## src/design/cfa_pkg.sv

```systemverilog
// Package for the contiguous frame allocator: codes, frame-state encodings,
// controller/datapath command and status types. No dependencies.
`default_nettype none
package cfa_pkg;

    localparam int DEF_MAX_FRAMES = 16384;
    // wide enough for any frame count or offset up to 2^20
    localparam int XW = 21;
    // pool_frames reset value
    localparam int CFG_FRAMES_RST = 16384;

    localparam logic [1:0] OP_ALLOC   = 2'd0;
    localparam logic [1:0] OP_RELEASE = 2'd1;
    localparam logic [1:0] OP_MARK    = 2'd2;
    localparam logic [1:0] OP_INIT    = 2'd3;

    localparam logic [1:0] STS_OK      = 2'd0;
    localparam logic [1:0] STS_NO_ROOM = 2'd1;
    localparam logic [1:0] STS_NO_HEAD = 2'd2;
    localparam logic [1:0] STS_BAD     = 2'd3;

    localparam logic [1:0] CFG_POOL_BASE   = 2'd0;
    localparam logic [1:0] CFG_POOL_FRAMES = 2'd1;
    localparam logic [1:0] CFG_RESERVE     = 2'd2;

    // per-frame state, four frames to a memory row, frame 0 in bits [1:0]
    localparam logic [1:0] FS_HEAD   = 2'd0;
    localparam logic [1:0] FS_FOLLOW = 2'd1;
    localparam logic [1:0] FS_FREE   = 2'd3;
    localparam logic [7:0] ROW_FREE  = 8'hFF;
    localparam logic [7:0] ROW_RSV   = 8'hFC;

    typedef enum logic [2:0] {
        C_NONE, C_LOAD, C_CHECK, C_CLEAR, C_SCAN, C_MARK, C_REL
    } t_cmd;

    typedef enum logic [2:0] {
        P_FAIL, P_SCAN, P_MARK, P_REL, P_INIT
    } t_path;

    typedef struct packed {
        t_path path;
        logic  last;
        logic  found;
    } t_dp_sts;

endpackage
`default_nettype wire

```

## src/design/cfa_ctrl.sv

```systemverilog
// Controller of the frame allocator: sequences clear, scan, mark and release
// passes through the datapath. Depends on cfa_pkg.
`default_nettype none
module cfa_ctrl
    import cfa_pkg::*;
(
    input  wire logic    i_clk,
    input  wire logic    i_rst_n,
    input  wire logic    i_start,
    input  wire t_dp_sts i_sts,
    output t_cmd         o_cmd,
    output logic         o_busy,
    output logic         o_done
);

    typedef enum logic [3:0] {
        S_CLEAR, S_IDLE, S_CHECK, S_SCAN_RD, S_SCAN_EV,
        S_MARK_RD, S_MARK_WR, S_REL_RD, S_REL_WR
    } t_state;

    t_state r_state, n_state;
    logic   r_done, n_done;
    logic   r_from_cmd, n_from_cmd;

    always_comb begin
        n_state = r_state;
        n_done = 1'b0;
        n_from_cmd = r_from_cmd;
        o_cmd = C_NONE;
        case (r_state)
            S_IDLE: begin
                if (i_start) begin
                    o_cmd = C_LOAD;
                    n_state = S_CHECK;
                end
            end
            S_CLEAR: begin
                o_cmd = C_CLEAR;
                if (i_sts.last) begin
                    n_state = S_IDLE;
                    n_done = r_from_cmd;
                end
            end
            S_CHECK: begin
                o_cmd = C_CHECK;
                case (i_sts.path)
                    P_SCAN: n_state = S_SCAN_RD;
                    P_MARK: n_state = S_MARK_RD;
                    P_REL:  n_state = S_REL_RD;
                    P_INIT: begin
                        n_state = S_CLEAR;
                        n_from_cmd = 1'b1;
                    end
                    default: begin
                        n_state = S_IDLE;
                        n_done = 1'b1;
                    end
                endcase
            end
            S_SCAN_RD: n_state = S_SCAN_EV;
            S_SCAN_EV: begin
                o_cmd = C_SCAN;
                if (i_sts.found) n_state = S_MARK_RD;
                else if (i_sts.last) begin
                    n_state = S_IDLE;
                    n_done = 1'b1;
                end else n_state = S_SCAN_RD;
            end
            S_MARK_RD: n_state = S_MARK_WR;
            S_MARK_WR: begin
                o_cmd = C_MARK;
                if (i_sts.last) begin
                    n_state = S_IDLE;
                    n_done = 1'b1;
                end else n_state = S_MARK_RD;
            end
            S_REL_RD: n_state = S_REL_WR;
            S_REL_WR: begin
                o_cmd = C_REL;
                if (i_sts.last) begin
                    n_state = S_IDLE;
                    n_done = 1'b1;
                end else n_state = S_REL_RD;
            end
            default: n_state = S_IDLE;
        endcase
    end

    always_ff @(posedge i_clk) begin
        if (!i_rst_n) begin
            r_state    <= S_CLEAR;
            r_done     <= 1'b0;
            r_from_cmd <= 1'b0;
        end else begin
            r_state    <= n_state;
            r_done     <= n_done;
            r_from_cmd <= n_from_cmd;
        end
    end

    assign o_busy = (r_state != S_IDLE);
    assign o_done = r_done;

endmodule
`default_nettype wire

```

## config.mk

```make
export PLATFORM = sky130hd
export DESIGN_NAME = cfa_ctrl
export DESIGN_NICKNAME = d
export VERILOG_FILES = /design/src/design/cfa_pkg.sv /design/src/design/cfa_ctrl.sv
export SDC_FILE = /design/constraint.sdc
export NUM_CORES = 1
export LEC_CHECK = 0
export BUFFER_PORTS_ARGS = -buffer_cell sky130_fd_sc_hd__buf_2
export CAP_MARGIN = 40
export CORE_AREA = 2 2 39 41
export DETAILED_ROUTE_END_ITERATION = 12
export DIE_AREA = 0 0 41 43
export GPL_TIMING_DRIVEN = 0
export HOLD_SLACK_MARGIN = 0.03
export SLEW_MARGIN = 20
export SYNTH_ARGS = -nofsm -noshare
export SYNTH_HDL_FRONTEND = slang
export SYNTH_SLANG_ARGS = --single-unit
```

## constraint.sdc

```tcl
create_clock -name i_clk -period 1.3 [get_ports i_clk]
set_input_delay 0.065 -clock i_clk [delete_from_list [all_inputs] [get_ports i_clk]]
set_output_delay 0.065 -clock i_clk [all_outputs]
set_load 0.02 [all_outputs]
```

# --- Word-level counts from Yosys, hierarchy flattened ---
# Cells that the tools add are included.
classes:
  n_eq_ne: 15
  mux: 15
  reduce_logical: 5
op_table:
  columns: ["op", "count"]
  rows:
  - ["$pmux W4 S9", 1]
  - ["$pmux W3 S6", 1]
  - ["$eq A4 B3 Y1 const B", 4]
  - ["$pmux W3 S4", 1]
  - ["$mux W3", 3]
  - ["$eq A4 B2 Y1 const B", 2]
  - ["$mux W4", 2]
  - ["$eq A3 B2 Y1 const B", 2]
  - ["$mux W1", 5]
  - ["$eq A4 B1 Y1 const B", 1]
  - ["$eq A4 B4 Y1 const B", 1]
  - ["$logic_not A4 Y1", 1]
  - ["$ne A2 B2 Y1 const B", 2]
  - ["$ne A4 B1 Y1 const B", 1]
  - ["$pmux W1 S4", 1]
  - ["$reduce_and A2 Y1", 2]
  - ["$reduce_or A4 Y1", 1]
  - ["$eq A3 B1 Y1 const B", 1]
  - ["$eq A3 B3 Y1 const B", 1]
  - ["$mux W2", 1]
  - ["$reduce_or A2 Y1", 1]
word_totals:
  register_bits: 6
  in_bits: 8
  out_inout_bits: 5
  word_cells: 38

# --- Depth between registers and ports, before layout ---
depth:
  word_depth: 4
  depth_mapped: 5
  ltp_nobuf: 4

# --- Worst setup path before layout ---
# Ideal clock, no wire load.
synth_path:
  path_kind: "flip-flop to flip-flop"
  startpoint: "reg r_state[1]"
  endpoint: "reg r_done, in the netlist o_done"
  setup_time_ps: 103
  arrival_ps: 1097
  required_ps: 1197
  path_slack_ps: 100
  path_stages_with_launch: 5
  n_path_buf: 1
  period_less_slack_ps: 1200
  cell_sequence: "dfxtp_1 > buf_6 > o32ai_2 > a22oi_1 > a2111oi_2"
synth_via:
  elab_chain_cells: 3
  word_cells_on_any_way: 7
  classes_between: "4 x eq/ne; 1 x mux; 2 x reduce/logical"
synth_lines:
  columns: ["item", "line", "source"]
  rows:
  - ["from (decl)", "cfa_ctrl.sv:21", "t_state r_state, n_state;"]
  - ["from (signal assigned)", "cfa_ctrl.sv:95", "r_state <= n_state;"]
  - ["$eq A4 B4 Y1 or $eq A4 B3 Y1 (tied branches)", "cfa_ctrl.sv:30", "case (r_state)"]
  - ["$reduce_or A2 Y1 (no source line)", null, null]
  - ["$pmux W1 S4 (*)", "cfa_ctrl.sv:30", null]
  - ["to (signal assigned)", "cfa_ctrl.sv:96", "r_done <= n_done;"]
  - ["to (decl)", "cfa_ctrl.sv:22", "logic r_done, n_done;"]
# Every way passes the cells marked *; elsewhere a longest branch is shown, timed or not.
# A chain may end at the register's enable or synchronous reset.

# --- Worst setup path after layout ---
layout_path:
  startpoint: "reg r_state[2]"
  endpoint: "out o_cmd[2]"
layout_via:
  elab_chain_cells: 2
  word_cells_on_any_way: 7
  classes_between: "5 x eq/ne; 1 x mux; 1 x reduce/logical"
layout_lines:
  columns: ["item", "line", "source"]
  rows:
  - ["$eq A4 B4 Y1 (tied with other cells)", "cfa_ctrl.sv:30", null]
  - ["$pmux W3 S6 (*)", "cfa_ctrl.sv:30", null]
  - ["to (decl)", "cfa_ctrl.sv:11", "output t_cmd o_cmd,"]
# Marked as above.

==> results_dict.tcl <==
set metrics [dict create \
    result_of_the_run "finished with violations" \
    violations "negative setup slack" \
    syn-mean-instance-area_um2 7.79 \
    setup_viol_count_final 4 \
    postSynthNetCount 69 \
    grt_max_degree 11 \
    crit_path_end_kind "output pin" \
    crit_family "flip-flops" \
    r2r-end "r_state[0]" \
    initial_antenna_violation_count 0 \
    seq_area_frac_synth_pct 25.3 \
    synth_mux_area_share_pct 2.11 \
    start_util_pct 34.4 \
    finalHoldViolCount 0 \
    routed_wl_um 1220 \
    clock_latency_on_the_worst_skew_pair_ns 0.24 \
    minimum_clock_period_after_layout_ns 1.38 \
    postLayoutSetupSlackWorst_ns -0.0804 \
    compound_gate_portion_of_the_synthesized_area_pct 26.8 \
    power.density_mw_per_mm2 709 \
    floorplan.die_area_mm2 0.00176 \
    max_clock_freq_mhz 724 \
    synth.distinct_cells 30 \
    syn-instance-count 61 \
    rsz_0062_raised_after_global_routing "true" \
    post-route-period-util_pct 106 \
    worst_setup_hold_path_clk_slew_ns 0.05 \
    timing.slew.headroom_pct 81.5 \
    detailedPlacementHpwl_um 820 \
    path_class "flop to output pin" \
    route.vias.total 517 \
    synth_top_family_by_area "simple AND/OR/NAND/NOR gates" \
    cellLeakagePower_nw 0.310 \
    number_of_vias_per_cell 5.28 \
    worst-path-stages 6 \
    dieWidth_um 41 \
    max_stage_delay_ns 0.36 \
    ys.warnings.count 0 \
    post-place-cells 89 \
    timing.critical_path.arrival_ns 1.32 \
    residual_antenna_violating_net_count_after_detailed_routing 0 \
    fp.coreArea_mm2 0.00138 \
    clock_tree.root_cell "sky130_fd_sc_hd__clkbuf_4" \
    grt_pass1_vias 466 \
    layout.area.seq_um2 126 \
    finClkSkew_ns 0.00296 \
    buffer_ports.inserted 12 \
    async_flop_share_pct 0 \
    timing.hold.worst_path_depth 3 \
    ff2ff_setup_slack_ns -0.02 \
    wl_per_cell_um 12.5 \
    number_of_clock_sinks_seen_by_cts 6 \
    synth.largest_area_cell "sky130_fd_sc_hd__dfxtp_1" \
    min_delay_worst_endpoint "r_state[0]" \
    synth-simple-area-share_pct 34.2 \
    r2r-start "r_state[2]" \
    floorplan.io_pins 13 \
    multiInputGateArea_um2 342 \
    route.detailed.drc 0 \
    critPathRequiredTime_ns 1.24 \
    total_power_uw 485 \
    n_antenna_cell 0 \
    synthesis.area_um2 475 \
    crit_path_cell_trace "buf_8, nor2_4, a21boi_1, or2_1, inv_1, buf_6" \
    ys_top_cells_by_area "sky130_fd_sc_hd__dfxtp_1 (25%), sky130_fd_sc_hd__nor2b_1 (6.6%), sky130_fd_sc_hd__nor2_1 (5.5%), sky130_fd_sc_hd__buf_6 (4.7%), sky130_fd_sc_hd__a21oi_1 (4.2%)" \
    die_y_extent_um 43 \
    r2r_cells 6 \
    critical-path-slowest-cell "sky130_fd_sc_hd__dfxtp_4" \
    area_growth_pct 43.9 \
    detailedRoute.firstPassIterationCount 4 \
    crit_buf_inv 3 \
    fin_cells 98 \
    synth_ff_type "sky130_fd_sc_hd__dfxtp_1" \
    synth_top_area_share_pct 25.3 \
    hp-class "input port to flop" \
    synth_fa_ha_area_share_pct 0 \
    timing.final.max_slew_violations 0 \
    nFillCells 138 \
    highest_ir_drop_seen_on_vdd_v 0.000530 \
    most-common-layout-cells "sky130_fd_sc_hd__buf_2 (10), sky130_fd_sc_hd__buf_4 (7), sky130_fd_sc_hd__nor2_1 (6), sky130_fd_sc_hd__nor2b_1 (5), sky130_fd_sc_hd__nand2_1 (5)" \
    synth-edff-count 0 \
    layout_commonest_cell "sky130_fd_sc_hd__buf_2" \
    min-delay-start "i_rst_n" \
    share_of_final_layout_standard_cells_stronger_than_drive_strength_1_pct 45.1 \
    grt_pass1_wl_um 2010 \
    xor_xnor_portion_of_the_synthesized_cell_area_pct 1.84 \
    max_cap_violations 0 \
    critPathLaunchType "flop" \
    htree_levels 1 \
    initialDrtViolationCount 4 \
    maximum_fanout_along_the_worst_path 8 \
    timing_worst_slew_pin_value_ns 0.277 \
    grt_overflow 0 \
    postSynthRegisterBits 6 \
    tritoncts.num_buffers 3 \
    routabilityCongestion 0.798 \
    cell_rows 14 \
    clockBufferDepth 2 \
    grt_usage_pct 17.0 \
    tritoncts "yes" \
    fin_nets 92 \
    cts.hold.buffers_added 0 \
]
[worst min-delay path, cell delays in order]
cell                      delay, ns
sky130_fd_sc_hd__buf_2         0.13
sky130_fd_sc_hd__nand2_1       0.06
sky130_fd_sc_hd__a31oi_1       0.04
[report_power, final]
part           leakage (nW)  internal (mW)  switching (mW)
Combinational         0.246         0.0571          0.0661
Clock                0.0138          0.104          0.0629
Sequential           0.0502          0.188         0.00684
[worst max-delay path by stage]
stage	from	endpoint	slack [ns]
after global placement	r_state[1]	o_done	-0.04
after detailed placement	r_state[0]	r_state[1]	-0.01
after global routing	r_state[2]	o_cmd[2]	-0.16
after CTS	r_state[2]	o_cmd[2]	-0.07
after floorplan	r_state[1]	o_done	0.1
final	r_state[2]	o_cmd[2]	-0.08
[per-stage QoR]
stage	cell area [µm²]	worst slack [ns]	hold WS [ns]	setup TNS, ns	utilization, %
4_1_cts	662	-0.0702	0.0819	-0.146	47.8
3_5_place_dp	556	-0.0144	0.346	-0.0273	40.1
3_3_place_gp	556	-0.0361	0.334	-0.0414	40.1
5_1_grt	684	-0.160	0.0929	-0.535	49.5
6_report	684	-0.0804	0.0888	-0.157	49.5
2_1_floorplan	475	0.0998	0.181	0	-
[cells by family after synthesis]
logic type,count (synthesis)
AND/OR/NAND/NOR,29
XOR/XNOR,1
AO/OA/AOI/OAI,17
flip-flops,6
buffers and inverters,7
multiplexers,1
[registers in the layout (all words and copies together), names as in the netlist]
signal      flops
o_done          1
r_from_cmd      1
r_state         4
[synthesized netlist by cell type, drive strengths merged, types with 3 or more instances]
master / n
nand2: 5
inv: 3
nor2: 7
a21oi: 4
dfxtp: 6
buf: 4
nor2b: 5
[final cells by class]
| type | instances | share of cell area, % |
|---|---|---|
| Multi-Input combinational cell | 48 | 49.9 |
| Sequential cell | 6 | 18.5 |
| Timing Repair Buffer | 18 | 16.6 |
| Buffer | 4 | 7.13 |
| Clock buffer | 3 | 3.29 |
| Tap cell | 16 | 2.93 |
| Inverter | 3 | 1.65 |
[what timing repair did]
item,in CTS,in global routing
buffers inserted,5,1
gates cloned,0,0
pin swaps,3,5
resized for setup,16,3
hold endpoints to repair,0,0
setup endpoints to repair,4,6
[routing by layer]
metal  up-vias  part of all wire (%)  track usage, %
met4         0                  0.98            8.00
met3         2                   2.8            4.71
li1        261                     -               -
met1       243                    45            21.4
met5         -                     0               0
met2        11                    51            25.6
Power figures use the tool's default switching activity.
